===== src/rtl/ncf_pkg.sv =====
package ncf_pkg;

  localparam int FracBits = 28;
  localparam int WordW    = FracBits + 4;
  localparam int ProdW    = 2 * WordW;
  localparam int DivW     = 2 * FracBits + 4;
  localparam int DivCntW  = $clog2(DivW);
  localparam int MaxDim   = 4096;
  localparam int DimW     = 13;
  localparam int WideW    = 48;

  typedef logic signed [WordW-1:0] q_t;

  localparam q_t QMax = {1'b0, {(WordW-1){1'b1}}};
  localparam q_t QMin = {1'b1, {(WordW-1){1'b0}}};
  localparam q_t QOne = q_t'(64'd1 << FracBits);
  localparam q_t QHalf = q_t'(64'd1 << (FracBits - 1));
  localparam q_t Thresh = q_t'(((64'd1 << FracBits) + 64'd500000) / 64'd1000000);
  localparam logic [63:0] Sqrt3K = 64'd3719550787;
  localparam q_t Sqrt3Half = q_t'((Sqrt3K + (64'd1 << (31 - FracBits))) >> (32 - FracBits));

  typedef struct packed {
    logic            start;
    logic [DivW-1:0] dividend;
    logic [31:0]     divisor;
  } div_req_t;

  function automatic q_t sat_q(input logic signed [WordW+1:0] v);
    if (v[WordW+1:WordW-1] != 3'b000 && v[WordW+1:WordW-1] != 3'b111) begin
      return v[WordW+1] ? QMin : QMax;
    end
    return v[WordW-1:0];
  endfunction

  function automatic q_t add_q(input q_t a, input q_t b);
    logic signed [WordW+1:0] s;
    s = (WordW+2)'(a) + (WordW+2)'(b);
    return sat_q(s);
  endfunction

  function automatic q_t sub_q(input q_t a, input q_t b);
    logic signed [WordW+1:0] s;
    s = (WordW+2)'(a) - (WordW+2)'(b);
    return sat_q(s);
  endfunction

  function automatic q_t tri_q(input q_t a);
    logic signed [WordW+1:0] s;
    s = (WordW+2)'(a) + (WordW+2)'(a) + (WordW+2)'(a);
    return sat_q(s);
  endfunction

  function automatic q_t sat_wide(input logic signed [WideW-1:0] v);
    if (v > $signed({{(WideW-WordW){1'b0}}, QMax})) begin
      return QMax;
    end
    if (v < $signed({{(WideW-WordW){1'b1}}, QMin})) begin
      return QMin;
    end
    return v[WordW-1:0];
  endfunction

  // magnitude product -> truncated, saturated fixed point
  function automatic q_t qconv(input logic [ProdW-1:0] m, input logic neg);
    logic [ProdW-1:0] r;
    logic             big;
    r   = m >> FracBits;
    big = |r[ProdW-1:WordW-1];
    if (big) begin
      return neg ? QMin : QMax;
    end
    return neg ? q_t'(-r[WordW-1:0]) : q_t'(r[WordW-1:0]);
  endfunction

  function automatic q_t qdiv_conv(input logic [DivW-1:0] quo, input logic neg);
    logic big;
    big = |quo[DivW-1:WordW-1];
    if (big) begin
      return neg ? QMin : QMax;
    end
    return neg ? q_t'(-quo[WordW-1:0]) : q_t'(quo[WordW-1:0]);
  endfunction

  function automatic logic [WordW-1:0] mag_q(input q_t a);
    return a[WordW-1] ? WordW'(-a) : WordW'(a);
  endfunction

  function automatic logic [16:0] base_of(input logic [1:0] root);
    unique case (root)
      2'd0:    return 17'd65536;
      2'd1:    return 17'd45875;
      2'd2:    return 17'd26214;
      default: return 17'd0;
    endcase
  endfunction

endpackage


===== src/rtl/ncf_mul.sv =====
module ncf_mul (
  input  ncf_pkg::q_t                    a_i,
  input  ncf_pkg::q_t                    b_i,
  output logic [ncf_pkg::ProdW-1:0]      mag_o,
  output logic                           neg_o
);

  logic [ncf_pkg::WordW-1:0] ma, mb;

  always_comb begin
    ma    = ncf_pkg::mag_q(a_i);
    mb    = ncf_pkg::mag_q(b_i);
    mag_o = ncf_pkg::ProdW'(ma) * ncf_pkg::ProdW'(mb);
    neg_o = a_i[ncf_pkg::WordW-1] ^ b_i[ncf_pkg::WordW-1];
  end

endmodule


===== config.mk =====
export PLATFORM = sky130hd
export DESIGN_NAME = ncf_mul
export DESIGN_NICKNAME = d
export VERILOG_FILES = /design/src/rtl/ncf_pkg.sv /design/src/rtl/ncf_mul.sv
export SDC_FILE = /design/constraint.sdc
export NUM_CORES = 2
export LEC_CHECK = 0
export BUFFER_PORTS_ARGS = -buffer_cell sky130_fd_sc_hd__buf_2
export CORE_MARGIN = 2
export CORE_UTILIZATION = 50
export DETAILED_ROUTE_END_ITERATION = 12
export PLACE_DENSITY = 0.67
export SLEW_MARGIN = 20
export SYNTH_ARGS = -nofsm -noshare
export SYNTH_HDL_FRONTEND = slang
export SYNTH_SLANG_ARGS = --single-unit

===== constraint.sdc =====
create_clock -name vclk -period 10.8
set_input_delay 0 -clock vclk [all_inputs]
set_output_delay 0 -clock vclk [all_outputs]
set_load 0.01 [all_outputs]

==> results.toml <==
[timing]
worst_pin_slew_ps = 1150
hold_violations = 0
setup_ws_ps = 356
clock.fmax_mhz = 95.7
post-route-period-util_pct = 96.7
drv_slew = 0
min_period_ps = 10440
relSlewSlack_pct = 22.7
setup_viol = 0

[detailed_routing]
drt_pass1_iterations = 6
routedWlPerCell_um = 22.7
viasPerCell = 5.58
drcViolationCount = 0
ant_nets = 0
wirelength_um = 111000
drt_iter0_drc = 2189
num_vias = 27300

[yosys]
synth_top_cell_by_area = "fa_1"
synth-seq-area-share_pct = 0
synth.top_cell.area_share_pct = 53.5
synth_cells = 3908
yosys_warnings = 0
yosysUniqueCellTypes = 61
synth_fp_nets = 5133
yosysMostFrequentCell = "fa_1"
yosys-top-cells-area = "fa_1 53%, ha_1 9.9%, inv_1 9.9%"
syn_avg_cell_area_um2 = 8.58
netlist_area_um2 = 33500
yosys-top-cells-count = "896 x fa_1, 882 x inv_1, 603 x nor2_1"

[cells_and_area]
nets = 5242
layout.cells.non_filler = 4882
seq_cells = 0
final_area_um2 = 36100
final-seq-area_um2 = 0
fin_util_pct = 54.6
syn2layout_area_growth_pct = 7.66
clkbuf_count = 0
drive_gt1_share_pct = 8.69

[floorplan]
start_util_pct = 50.7
core_um2 = 66100
die_h_um = 263
dieWidth_um = 263
io_pins = 129
row_count = 94
dieArea_um2 = 69100

[placed_design]
post-place-ws_ps = 375
dp.cells = 4879
placedInstanceArea_um2 = 36000
port_buffers = 129
place.gp.congestion = 1.02
place_hpwl_um = 95900

[worst_hold_path]
hold_class = "input port to output port"
hold_start = "b_i[0]"

[global_route]
grt_pass1_wl_um = 174000
grt_usage_pct = 33.3
grt_max_degree = 36
grt_pass1_vias = 29100
gr-total-overflow = 0
antenna_found_initial = 4

[critical_path]
critPathLaunchType = "input port"
cp.arrival_ps = 10440
crit_end = "mag_o[62]"
cp_slowest_cell = "or4_1"
startpoint = "b_i[10]"
crit_type = "input port to output port"
cp_slowest_stage_delay_ps = 730
endpoint_kind = "output port"
worst_path_most_repeated_cell = "fa_1"
crit_required_ps = 10800
path_max_fanout = 9

[run]
drv_cap = 0

[outcome]
status = "finished clean"

[cts]
postCtsHoldBufs = 0
per-layer routing:
layer | wire [um] | part of all wire, % | global-route usage (%) | vias up
met5 | 36 | 0.032 | 0 | -
met4 | 5240 | 4.7 | 12.5 | 6
met3 | 13100 | 12 | 8.86 | 262
met2 | 50000 | 45 | 52.3 | 1458
met1 | 42600 | 38 | 44.4 | 13900
li1 | - | - | - | 11600
metrics by stage:
| step | setup TNS, ps | hold slack [ps] |
|---|---|---|
| 4_1_cts | 0 | 618 |
| 2_1_floorplan | 0 | 304 |
| 3_3_place_gp | 0 | 600 |
| 3_5_place_dp | 0 | 616 |
| 6_report | 0 | 634 |
| 5_1_grt | -4.83 | 651 |
cells by family after synthesis:
family,Yosys count,synth area share (%)
and+or+nand+nor,1258,15.2
adders and majority gates,1161,63.4
buffers and inverters,1069,12.1
AOI/OAI and AO/OA,247,4.80
xor gates and xnor gates,173,4.54
cells in the final DEF (no fill, tap or decap), types with 30 or more instances in the layout:
master and instances:
fa_1 896, inv_1 882, nor2_1 603, nand2_1 514
ha_1 265, buf_4 163, buf_2 129, xnor2_1 80
a21oi_1 67, xor2_1 60, o21ai_0 49, a21o_1 30
critical path, delay by kind of cell:
kind / cells / cell delay (ps)
AOI/OAI and AO/OA: 6 / 1730
and+or+nand+nor: 8 / 3070
buffers and inverters: 7 / 670
adders and majority gates: 9 / 4330
xor gates and xnor gates: 2 / 610
worst min path at each step:
stage                to  slack (ps)  depth (start not counted)
2_1_floorplan  mag_o[1]         300                          3
3_3_place_gp   mag_o[0]         600                          5
3_5_place_dp   mag_o[0]         620                          5
4_1_cts        mag_o[0]         620                          5
5_1_grt        mag_o[0]         650                          5
6_report       mag_o[0]         630                          5
timing repair:
item / 4_1_cts / 5_1_grt
endpoints found under the setup margin: 0 / 7
gates resized for setup: 0 / 8
setup buffers: 0 / 0
layout make-up:
class / count / area, um^2
timing repair buffer: 294 / 1910
tap: 864 / 1080
fill: 6173 / 30000
antenna: 3 / 7.51
multi-input combinational: 2839 / 29800
inverter: 882 / 3310
Power is not shown: default switching activity piles up to over one toggle a cycle in this logic, so the estimate is an artifact.
