`src/rtl/ncf_pkg.sv`:
```
package ncf_pkg;

  localparam int FracBits = 28;
  localparam int WordW    = FracBits + 4;
  localparam int ProdW    = 2 * WordW;
  localparam int DivW     = 2 * FracBits + 4;
  localparam int DivCntW  = $clog2(DivW);
  localparam int MaxDim   = 4096;
  localparam int DimW     = 13;
  localparam int WideW    = 48;

  typedef logic signed [WordW-1:0] q_t;

  localparam q_t QMax = {1'b0, {(WordW-1){1'b1}}};
  localparam q_t QMin = {1'b1, {(WordW-1){1'b0}}};
  localparam q_t QOne = q_t'(64'd1 << FracBits);
  localparam q_t QHalf = q_t'(64'd1 << (FracBits - 1));
  localparam q_t Thresh = q_t'(((64'd1 << FracBits) + 64'd500000) / 64'd1000000);
  localparam logic [63:0] Sqrt3K = 64'd3719550787;
  localparam q_t Sqrt3Half = q_t'((Sqrt3K + (64'd1 << (31 - FracBits))) >> (32 - FracBits));

  typedef struct packed {
    logic            start;
    logic [DivW-1:0] dividend;
    logic [31:0]     divisor;
  } div_req_t;

  function automatic q_t sat_q(input logic signed [WordW+1:0] v);
    if (v[WordW+1:WordW-1] != 3'b000 && v[WordW+1:WordW-1] != 3'b111) begin
      return v[WordW+1] ? QMin : QMax;
    end
    return v[WordW-1:0];
  endfunction

  function automatic q_t add_q(input q_t a, input q_t b);
    logic signed [WordW+1:0] s;
    s = (WordW+2)'(a) + (WordW+2)'(b);
    return sat_q(s);
  endfunction

  function automatic q_t sub_q(input q_t a, input q_t b);
    logic signed [WordW+1:0] s;
    s = (WordW+2)'(a) - (WordW+2)'(b);
    return sat_q(s);
  endfunction

  function automatic q_t tri_q(input q_t a);
    logic signed [WordW+1:0] s;
    s = (WordW+2)'(a) + (WordW+2)'(a) + (WordW+2)'(a);
    return sat_q(s);
  endfunction

  function automatic q_t sat_wide(input logic signed [WideW-1:0] v);
    if (v > $signed({{(WideW-WordW){1'b0}}, QMax})) begin
      return QMax;
    end
    if (v < $signed({{(WideW-WordW){1'b1}}, QMin})) begin
      return QMin;
    end
    return v[WordW-1:0];
  endfunction

  // magnitude product -> truncated, saturated fixed point
  function automatic q_t qconv(input logic [ProdW-1:0] m, input logic neg);
    logic [ProdW-1:0] r;
    logic             big;
    r   = m >> FracBits;
    big = |r[ProdW-1:WordW-1];
    if (big) begin
      return neg ? QMin : QMax;
    end
    return neg ? q_t'(-r[WordW-1:0]) : q_t'(r[WordW-1:0]);
  endfunction

  function automatic q_t qdiv_conv(input logic [DivW-1:0] quo, input logic neg);
    logic big;
    big = |quo[DivW-1:WordW-1];
    if (big) begin
      return neg ? QMin : QMax;
    end
    return neg ? q_t'(-quo[WordW-1:0]) : q_t'(quo[WordW-1:0]);
  endfunction

  function automatic logic [WordW-1:0] mag_q(input q_t a);
    return a[WordW-1] ? WordW'(-a) : WordW'(a);
  endfunction

  function automatic logic [16:0] base_of(input logic [1:0] root);
    unique case (root)
      2'd0:    return 17'd65536;
      2'd1:    return 17'd45875;
      2'd2:    return 17'd26214;
      default: return 17'd0;
    endcase
  endfunction

endpackage

```
`src/rtl/ncf_div.sv`:
```
module ncf_div (
  input  logic                          clk_i,
  input  logic                          rst_ni,
  input  ncf_pkg::div_req_t             req_i,
  output logic                          done_o,
  output logic [ncf_pkg::DivW-1:0]      quo_o
);

  logic                           busy_q, done_q;
  logic [ncf_pkg::DivCntW-1:0]    cnt_q;
  logic [ncf_pkg::DivW-1:0]       quo_q;
  logic [31:0]                    rem_q, dsr_q;
  logic [32:0]                    shifted, diff;

  always_comb begin
    shifted = {rem_q, quo_q[ncf_pkg::DivW-1]};
    diff    = shifted - {1'b0, dsr_q};
  end

  always_ff @(posedge clk_i or negedge rst_ni) begin
    if (!rst_ni) begin
      busy_q <= 1'b0;
      done_q <= 1'b0;
      cnt_q  <= '0;
    end else begin
      done_q <= 1'b0;
      if (req_i.start && !busy_q) begin
        busy_q <= 1'b1;
        cnt_q  <= '0;
      end else if (busy_q) begin
        cnt_q <= cnt_q + 1'b1;
        if (cnt_q == ncf_pkg::DivCntW'(ncf_pkg::DivW - 1)) begin
          busy_q <= 1'b0;
          done_q <= 1'b1;
        end
      end
    end
  end

  always_ff @(posedge clk_i) begin
    if (req_i.start && !busy_q) begin
      quo_q <= req_i.dividend;
      rem_q <= '0;
      dsr_q <= req_i.divisor;
    end else if (busy_q) begin
      if (!diff[32]) begin
        rem_q <= diff[31:0];
        quo_q <= {quo_q[ncf_pkg::DivW-2:0], 1'b1};
      end else begin
        rem_q <= shifted[31:0];
        quo_q <= {quo_q[ncf_pkg::DivW-2:0], 1'b0};
      end
    end
  end

  assign done_o = done_q;
  assign quo_o  = quo_q;

endmodule

```
`config.mk`:
```
export PLATFORM = sky130hd
export DESIGN_NAME = ncf_div
export DESIGN_NICKNAME = d
export VERILOG_FILES = /design/src/rtl/ncf_pkg.sv /design/src/rtl/ncf_div.sv
export SDC_FILE = /design/constraint.sdc
export NUM_CORES = 1
export LEC_CHECK = 0
export ABC_AREA = 1
export ABC_CLOCK_PERIOD_IN_PS = 3400
export BUFFER_PORTS_ARGS = -buffer_cell sky130_fd_sc_hd__buf_2
export CAP_MARGIN = 20
export CORE_MARGIN = 2
export CORE_UTILIZATION = 55
export DETAILED_ROUTE_END_ITERATION = 7
export PLACE_DENSITY = 0.83
export SETUP_SLACK_MARGIN = 0.4
export SYNTH_ARGS = -nofsm -noshare
export SYNTH_HDL_FRONTEND = slang
export SYNTH_SLANG_ARGS = --single-unit
```
`constraint.sdc`:
```
create_clock -name clk_i -period 3.4 [get_ports clk_i]
set_input_delay 0.68 -clock clk_i [delete_from_list [all_inputs] [get_ports clk_i]]
set_output_delay 0.68 -clock clk_i [all_outputs]
set_load 0.1 [all_outputs]
```
==> flow_summary.rst, run 1 <==
.. list-table::
   :header-rows: 1

   * - Metric
     - Value
   * - Average routed wire per standard cell
     - approximately 14 µm
   * - Synthesis Warnings
     - 0
   * - CTS Buffer Depth
     - 2
   * - Count of distinct cell types in the synthesized netlist
     - 33
   * - Max Freq
     - roughly 0.37 GHz
   * - Worst path max stage delay
     - between 0.4 and 0.5 ns
   * - First-pass iteration count of the detailed router
     - 5
   * - Critical path data required time
     - 3.71 ns
   * - Reg2reg end
     - rem_q[7]
   * - Global-route congestion overflow total
     - 0
   * - Weighted congestion at the end of routability-driven global placement
     - around 1.0
   * - Die Outline Area
     - between 15000 and 20000 µm²
   * - Sum of net half-perimeters after detailed placement
     - between 10000 and 15000 µm
   * - Critical path's top delay family
     - simple AND/OR/NAND/NOR gates
   * - Avg Inst Size Synth
     - 7.052 µm²
   * - Unrepaired setup endpoints after global routing
     - no
   * - Layout Area Growth over Synthesis
     - 18.76%
   * - Number of setup violations in the final report
     - 0
   * - Antenna Cells
     - 0
   * - Buffers plus inverters on the worst setup path
     - 2
   * - Effective utilization at floorplan
     - between 50% and 60%
   * - Placement-stage cell area
     - about 9100 µm²
   * - Post-DR vias/cell
     - between 5 and 6
   * - Crit path launch
     - quo_o[59]
   * - Overall die width
     - roughly 130 µm
   * - Row Count
     - 44
   * - Number of antenna violations at the first check in global routing
     - 1
   * - Layout Cell Area excl Fill
     - between 9000 and 10000 µm²
   * - Number of buffers added for setup after CTS
     - 0
   * - Top-level I/O count
     - ~160
   * - Syn Inst Count
     - ~1200
   * - Number of port buffers
     - roughly 160
   * - Crit. path cell count
     - 17
   * - Sequence of cells on the critical path
     - inv_1 -> ha_1 -> fa_1 -> inv_1 -> nand2_1 -> nand2_1 -> nand3_1 -> nand2_2 -> nand2_1 -> nand2_1 -> nand2_2 -> nand2_2 -> nand2_4 -> nand2_8 -> nand2_1 -> nand3_1 -> nand2_1
   * - Register clock-pin slew on the reported worst setup and hold paths
     - 0.07 ns
   * - Die height
     - 125.7 µm
   * - Final hold viol count
     - 0
   * - TritonCTS sink count
     - between 100 and 150
   * - Fillers
     - 1282
   * - Clock tree root buffer cell
     - sky130_fd_sc_hd__clkbuf_16
   * - Cts hold-fix bufs
     - 0
   * - Critical Path Sink Type
     - register
   * - Transition time of the tightest slew-check pin
     - ~1.0 ns
   * - Slowest library cell on the worst path
     - sky130_fd_sc_hd__fa_1
   * - Mapped Area
     - just over 8000 µm²
   * - Worst slew margin relative to its limit
     - between 30% and 40%
   * - TritonCTS Buffers
     - 17
   * - Final-layout setup total negative slack
     - 0 ns
   * - Clk_lat worst skew
     - around 0.42 ns
   * - Count of routing violations after the opening detailed-route iteration
     - roughly 490
   * - Data arrival time of the critical path
     - between 2 and 3 ns
   * - Reg2reg setup slack
     - 0.72 ns
   * - H-tree Lvls
     - 4
   * - Run status
     - finished clean
   * - Layout net count
     - 1438
   * - Worst clock skew on the final layout
     - approximately 0.012 ns
   * - Post-route DRC
     - 0
   * - CTS tree
     - built
   * - Finished Core Util
     - roughly two thirds
   * - Post-cts sizing count
     - 0
   * - Pin count of the biggest net entering global routing
     - between 90 and 100
   * - Max Cap Viol
     - 0
   * - Via count of the routed design
     - roughly 7500
   * - Final min period
     - approximately 2.7 ns
   * - Type of origin of the critical path
     - register
   * - Via count of the first global-routing pass
     - about 7200
   * - Most used cell along the critical path
     - sky130_fd_sc_hd__nand2_1
   * - Proportion of layout cells with a drive suffix above 1
     - between 15 and 20%
   * - Mapped Nets
     - 1285
   * - Type of the most critical hold path
     - input port to async pin
   * - Area inside the core boundary
     - 14530 µm²
   * - WL final
     - between 20000 and 25000 µm
   * - Worst setup path end
     - rem_q[7]
   * - Number of cells traversed by the worst register-to-register path
     - 17
   * - Count of state elements after synthesis
     - roughly 130
   * - Share of the clock period used by the worst path
     - between 70 and 80%
   * - Maximum fanout count along the critical path
     - 34
   * - Total routing resource utilization after global routing
     - between 20% and 30%
   * - Register area share after synthesis
     - about 44%
   * - Wire length of the first global-routing pass
     - 33710 µm
   * - Total count of max-transition violations in the final report
     - 0
   * - Startpoint of the lowest-slack register-to-register path
     - quo_o[59]
   * - Crit Path Category
     - register to register
   * - Final ANT Viol Nets
     - 0
## layout make-up
cell class | count | area (µm²) | area share (%)
Tap cell | 184 | 230.2 | 2.378
Timing Repair Buffer | 163 | 835.8 | 8.634
Multi-Input combinational cell | 791 | 3669 | 37.90
Sequential cell | 132 | 3603 | 37.22
Inverter | 204 | 765.7 | 7.910
Clock inverter | 12 | 130.1 | 1.344
Clock buffer | 20 | 446.7 | 4.614
## how the worst min path moves through the flow
stage          startpoint         to  slack (ns)
2_1_floorplan      rst_ni     busy_q        0.38
3_3_place_gp     rem_q[3]   rem_q[3]        0.46
3_5_place_dp    rem_q[23]  rem_q[23]        0.46
4_1_cts            rst_ni     done_o        0.08
5_1_grt            rst_ni     done_o        0.09
6_report           rst_ni     done_o        0.09
## layout by cell type (no fill, tap or decap), types with 3 or more instances in the layout
cell | netlist | layout
sky130_fd_sc_hd__a21oi_1 | 20 | 20
sky130_fd_sc_hd__and2_1 | 4 | 4
sky130_fd_sc_hd__buf_2 | 7 | 155
sky130_fd_sc_hd__buf_4 | 2 | 8
sky130_fd_sc_hd__clkbuf_16 | 0 | 17
sky130_fd_sc_hd__clkinvlp_4 | 0 | 3
sky130_fd_sc_hd__dfrtp_1 | 8 | 8
sky130_fd_sc_hd__dfxtp_1 | 32 | 32
sky130_fd_sc_hd__edfxtp_1 | 92 | 92
sky130_fd_sc_hd__ha_1 | 33 | 33
sky130_fd_sc_hd__inv_1 | 202 | 200
sky130_fd_sc_hd__inv_2 | 2 | 4
sky130_fd_sc_hd__nand2_1 | 558 | 558
sky130_fd_sc_hd__nand2_2 | 3 | 3
sky130_fd_sc_hd__nand3_1 | 61 | 61
sky130_fd_sc_hd__nand3b_1 | 23 | 23
sky130_fd_sc_hd__nand4_1 | 8 | 8
sky130_fd_sc_hd__nor2_1 | 44 | 42
sky130_fd_sc_hd__nor2_2 | 4 | 5
sky130_fd_sc_hd__nor3_1 | 3 | 3
sky130_fd_sc_hd__o21ai_0 | 3 | 3
sky130_fd_sc_hd__xor2_1 | 15 | 15
## synthesized netlist by cell type, drive strengths merged
library cell	instances	area, µm²
nand4	8	50.05
xor2	15	131.4
dfxtp	32	640.6
dfrtp	8	200.2
and2	4	25.02
a22o	1	8.760
buf	16	83.82
inv	204	765.7
a31oi	1	6.260
a21o	1	7.510
a21oi	20	100.1
or2	3	18.77
fa	1	20.02
nor2	48	190.2
clkbuf	13	48.80
o21ai	3	15.01
ha	33	412.9
edfxtp	92	2763
nor3	4	25.02
nand3b	23	172.7
nand2	563	2136
nand3	62	322.8
o21bai	1	7.510
## state kept, by name (all words and copies together), names as in the netlist
| signal | count |
|---|---|
| done_o | 1 |
| cnt_q | 6 |
| busy_q | 1 |
| dsr_q | 32 |
| rem_q | 32 |
| quo_o | 60 |
## worst register-to-register path, cell delays in order, from the launching register on
cell,delay (ns)
sky130_fd_sc_hd__edfxtp_1,0.34
sky130_fd_sc_hd__inv_1,0.06
sky130_fd_sc_hd__ha_1,0.22
sky130_fd_sc_hd__fa_1,0.41
sky130_fd_sc_hd__inv_1,0.09
sky130_fd_sc_hd__nand2_1,0.05
sky130_fd_sc_hd__nand2_1,0.07
sky130_fd_sc_hd__nand3_1,0.07
sky130_fd_sc_hd__nand2_2,0.11
sky130_fd_sc_hd__nand2_1,0.05
sky130_fd_sc_hd__nand2_1,0.10
sky130_fd_sc_hd__nand2_2,0.10
sky130_fd_sc_hd__nand2_2,0.09
sky130_fd_sc_hd__nand2_4,0.25
sky130_fd_sc_hd__nand2_8,0.31
sky130_fd_sc_hd__nand2_1,0.10
sky130_fd_sc_hd__nand3_1,0.08
sky130_fd_sc_hd__nand2_1,0.07
## per-layer routing
layer / wire length, µm / vias up / GRT usage [%]
li1: - / 3835 / -
met1: 8662 / 3364 / 32.71
met2: 9651 / 306 / 44.17
met3: 1643 / 42 / 6.967
met4: 479 / 2 / 10.60
met5: 7 / - / 0
## through the flow
stage	std cells	setup WS, ns	hold WS [ns]
2_1_floorplan	1156	0.4895	0.3844
3_3_place_gp	1474	0.6802	0.4571
3_5_place_dp	1474	0.6256	0.4586
4_1_cts	1506	0.6093	0.08232
5_1_grt	1506	0.4752	0.08844
6_report	1506	0.7212	0.08852
## cell families (layout without fill, tap and decap cells)
group | after synthesis | after routing | synth area share (%)
fa+ha+maj | 34 | 34 | 5.311
simple gates | 715 | 715 | 36.07
buf+inv | 233 | 399 | 11.02
flops | 132 | 132 | 44.21
xor+xnor | 15 | 15 | 1.612
compound gates | 27 | 27 | 1.781
Power of run 1 is not shown: default switching activity piles up to over one toggle a cycle in this logic, so the estimate is an artifact.
==> run 2: changes to the inputs <==
--- a/config.mk
+++ b/config.mk
@@ -6,7 +6,7 @@
 export NUM_CORES = 1
 export LEC_CHECK = 0
 export ABC_AREA = 1
-export ABC_CLOCK_PERIOD_IN_PS = 3400
+export ABC_CLOCK_PERIOD_IN_PS = 2500
 export BUFFER_PORTS_ARGS = -buffer_cell sky130_fd_sc_hd__buf_2
 export CAP_MARGIN = 20
 export CORE_MARGIN = 2
==> constraint.sdc (replaced) <==
create_clock -name clk_i -period 2.5 [get_ports clk_i]
set_input_delay 0.5 -clock clk_i [delete_from_list [all_inputs] [get_ports clk_i]]
set_output_delay 0.5 -clock clk_i [all_outputs]
set_load 0.1 [all_outputs]
==> run 2 against run 1 <==
Against the previous run:
- sequential share of layout area is 2.5 points lower
- final area is 7.2% higher
- register-to-register slack worse by 0.63 ns
- wire length is 15% higher
- clock skew is 0.0012 ns higher
- maximum frequency is 11% higher
- clock-buffer cell count is 2 lower
- final cell count is 1.7% higher
- via count is 7.2% higher
- utilization is 4.8 points higher
- first-iteration DRC count is 64% higher
- critical endpoint is now rem_q[31]
==> flow_summary.rst, run 2 (synthesis gave the netlist of run 1 again) <==
.. list-table::
   :header-rows: 1

   * - Metric
     - Value
   * - Post-DR vias/cell
     - 5.286 (+5.5%)
   * - Crit Path Category
     - register to register
   * - Setup slack after placement
     - 0.1011 ns (-0.5245 ns)
   * - Final ANT Viol Nets
     - 0 (unchanged)
   * - Global-route congestion overflow total
     - 0 (unchanged)
   * - Layout Area Growth over Synthesis
     - 27.35%
   * - Proportion of layout cells with a drive suffix above 1
     - 20.12% (+4.2 points)
   * - Leading cell type in the layout, fill and taps excluded
     - sky130_fd_sc_hd__nand2_1
   * - Weighted congestion at the end of routability-driven global placement
     - 0.9708 (-4.5%)
   * - Area occupied by multi-input gates
     - 4018 µm² (+9.5%)
   * - Post-route insts no fill
     - 1531 (+1.7%)
   * - Effective utilization at floorplan
     - 56.09% (unchanged)
   * - Total count of max-transition violations in the final report
     - 0 (unchanged)
   * - Unrepaired setup endpoints after global routing
     - yes
   * - Type of origin of the critical path
     - register
   * - CTS Buffer Depth
     - 2 (unchanged)
   * - CTS tree
     - built
   * - Most frequent cells in the layout
     - sky130_fd_sc_hd__nand2_1 (547), sky130_fd_sc_hd__inv_1 (198), sky130_fd_sc_hd__buf_2 (155)
   * - WL final
     - 23430 µm (+15%)
   * - Data arrival time of the critical path
     - 2.72 ns (-0.27 ns)
   * - Type of the most critical hold path
     - input port to register
   * - Share of the clock period used by the worst path
     - 96.40% (+18 points)
   * - Number of port buffers
     - 155 (unchanged)
   * - Post-route worst hold slack
     - 0.2463 ns (+0.1578 ns)
   * - Layout net count
     - 1463 (+1.7%)
   * - Max Cap Viol
     - 0 (unchanged)
   * - Area inside the core boundary
     - 14530 µm² (unchanged)
   * - Transition time of the tightest slew-check pin
     - 0.5666 ns (-0.4763 ns)
   * - Final critical-path setup slack
     - 0.09004 ns (-0.6312 ns)
   * - Run status
     - finished clean
   * - Most used cell along the critical path
     - sky130_fd_sc_hd__nand2_1
   * - Worst path max stage delay
     - 0.37 ns (-0.04 ns)
   * - Number of antenna violations at the first check in global routing
     - 0 (-1)
   * - Register clock-pin slew on the reported worst setup and hold paths
     - 0.07 ns (about the same)
   * - Antenna Cells
     - 0 (unchanged)
   * - Wire length of the first global-routing pass
     - 35200 µm (+4.4%)
   * - Clock tree root buffer cell
     - sky130_fd_sc_hd__clkbuf_16
   * - Cell Count Post-Placement
     - 1479 (+0.34%)
   * - Worst clock skew on the final layout
     - 0.01297 ns (+0.001225 ns)
   * - H-tree Lvls
     - 4 (unchanged)
   * - Post-route DRC
     - 0 (unchanged)
   * - Total routing resource utilization after global routing
     - 27.83% (+1.4 points)
   * - Overall die width
     - 125.7 µm (unchanged)
   * - Via count of the first global-routing pass
     - 7515 (+4.6%)
   * - Via count of the routed design
     - 8093 (+7.2%)
   * - Count of routing violations after the opening detailed-route iteration
     - 794 (+64%)
   * - Die height
     - 125.7 µm (unchanged)
   * - Critical Path Sink Type
     - register
   * - Final min period
     - 2.410 ns (-0.2688 ns)
   * - Max FFs per register
     - 60 (unchanged)
   * - Max Freq
     - 0.4149 GHz (+11%)
   * - Sequence of cells on the critical path
     - inv_1 -> ha_1 -> nand2_1 -> nor2_1 -> inv_1 -> nor2_2 -> and2_4 -> nand2_8 -> nand3_4 -> buf_4 -> nand2_4 -> nand2_1 -> nand2_1 -> nand2_1 -> nand2_1
   * - First-pass iteration count of the detailed router
     - 8 (+3)
   * - Buffers plus inverters on the worst setup path
     - 3 (+1)
   * - Critical path data required time
     - 2.81 ns (-0.90 ns)
   * - Die Outline Area
     - 15810 µm² (unchanged)
   * - TritonCTS Buffers
     - 17 (unchanged)
   * - Number of setup violations in the final report
     - 0 (unchanged)
   * - Pin count of the biggest net entering global routing
     - 66 (-28%)
   * - Top-level I/O count
     - 156 (unchanged)
   * - Slowest library cell on the worst path
     - sky130_fd_sc_hd__ha_1
   * - Average routed wire per standard cell
     - 15.31 µm (+13%)
   * - Row Count
     - 44 (unchanged)
   * - Fillers
     - 1077 (-16%)
   * - Worst slew margin relative to its limit
     - 62.23% (+32 points)
   * - Combined flip-flop and latch cell area
     - 3605 µm² (about the same)
   * - Sum of net half-perimeters after detailed placement
     - 14760 µm (-0.76%)
   * - TritonCTS sink count
     - 132 (unchanged)
   * - Maximum fanout count along the critical path
     - 8 (-76%)
   * - Final hold viol count
     - 0 (unchanged)
   * - Clk_lat worst skew
     - 0.42 ns (about the same)
   * - Critical path's top delay family
     - simple AND/OR/NAND/NOR gates
run 2: changes by cell type in the layout (fill, tap and decap cells not counted), sizes merged:
cell / before / now
buf: 163 / 179
dlygate4sd3: 0 / 1
bufbuf: 0 / 1
clkbuf: 20 / 21
nand2: 563 / 567
inv: 206 / 208
run 2: through the flow:
| stage | util (%) | area [µm²] | TNS [ns] |
|---|---|---|---|
| 5_1_grt | 71.43 | 10380 | 0 |
| 3_5_place_dp | 63.09 | 9169 | 0 |
| 2_1_floorplan | - | 8177 | -8.233 |
| 6_report | 71.43 | 10380 | 0 |
| 4_1_cts | 69.14 | 10050 | 0 |
| 3_3_place_gp | 63.09 | 9169 | 0 |
run 2: layer usage:
| metal | up-vias | track usage, % | share of wire [%] |
|---|---|---|---|
| met3 | 116 | 7.052 | 10 |
| li1 | 3889 | - | - |
| met4 | 0 | 12.41 | 5.3 |
| met2 | 467 | 46.93 | 47 |
| met1 | 3621 | 33.83 | 38 |
| met5 | - | 0 | 0 |
run 2: what timing repair did:
item / 4_1_cts / 5_1_grt
endpoints found under the hold margin: 8 / 0
pin swaps: 6 / 54
endpoints found under the setup margin: 33 / 33
setup buffers: 8 / 2
gates cloned: 4 / 5
gates resized for setup: 27 / 40
hold buffers: 1 / 0
run 2: final cells by class:
class	count	share of cell area [%]
clock inverters	14	1.446
inverters	204	7.412
repair buffers	184	11.37
well taps	184	2.218
multi-input cells	795	38.70
clock buffers	18	4.134
flip-flops and latches	132	34.72
run 2: path summary, 6_finish.rpt:
check	from	to	slack, ns	depth (start not counted)
setup / recovery	dsr_q[20]	rem_q[31]	0.09	15
hold / removal	req_i[26]	dsr_q[26]	0.25	1
setup reg to reg	dsr_q[20]	rem_q[31]	0.09	15
hold reg to reg	rem_q[8]	rem_q[8]	0.47	2
max in group asynchronous	rst_ni	busy_q	1.87	2
min in group asynchronous	rst_ni	cnt_q[5]	0.45	2
Power of run 2 is left out for the same reason.
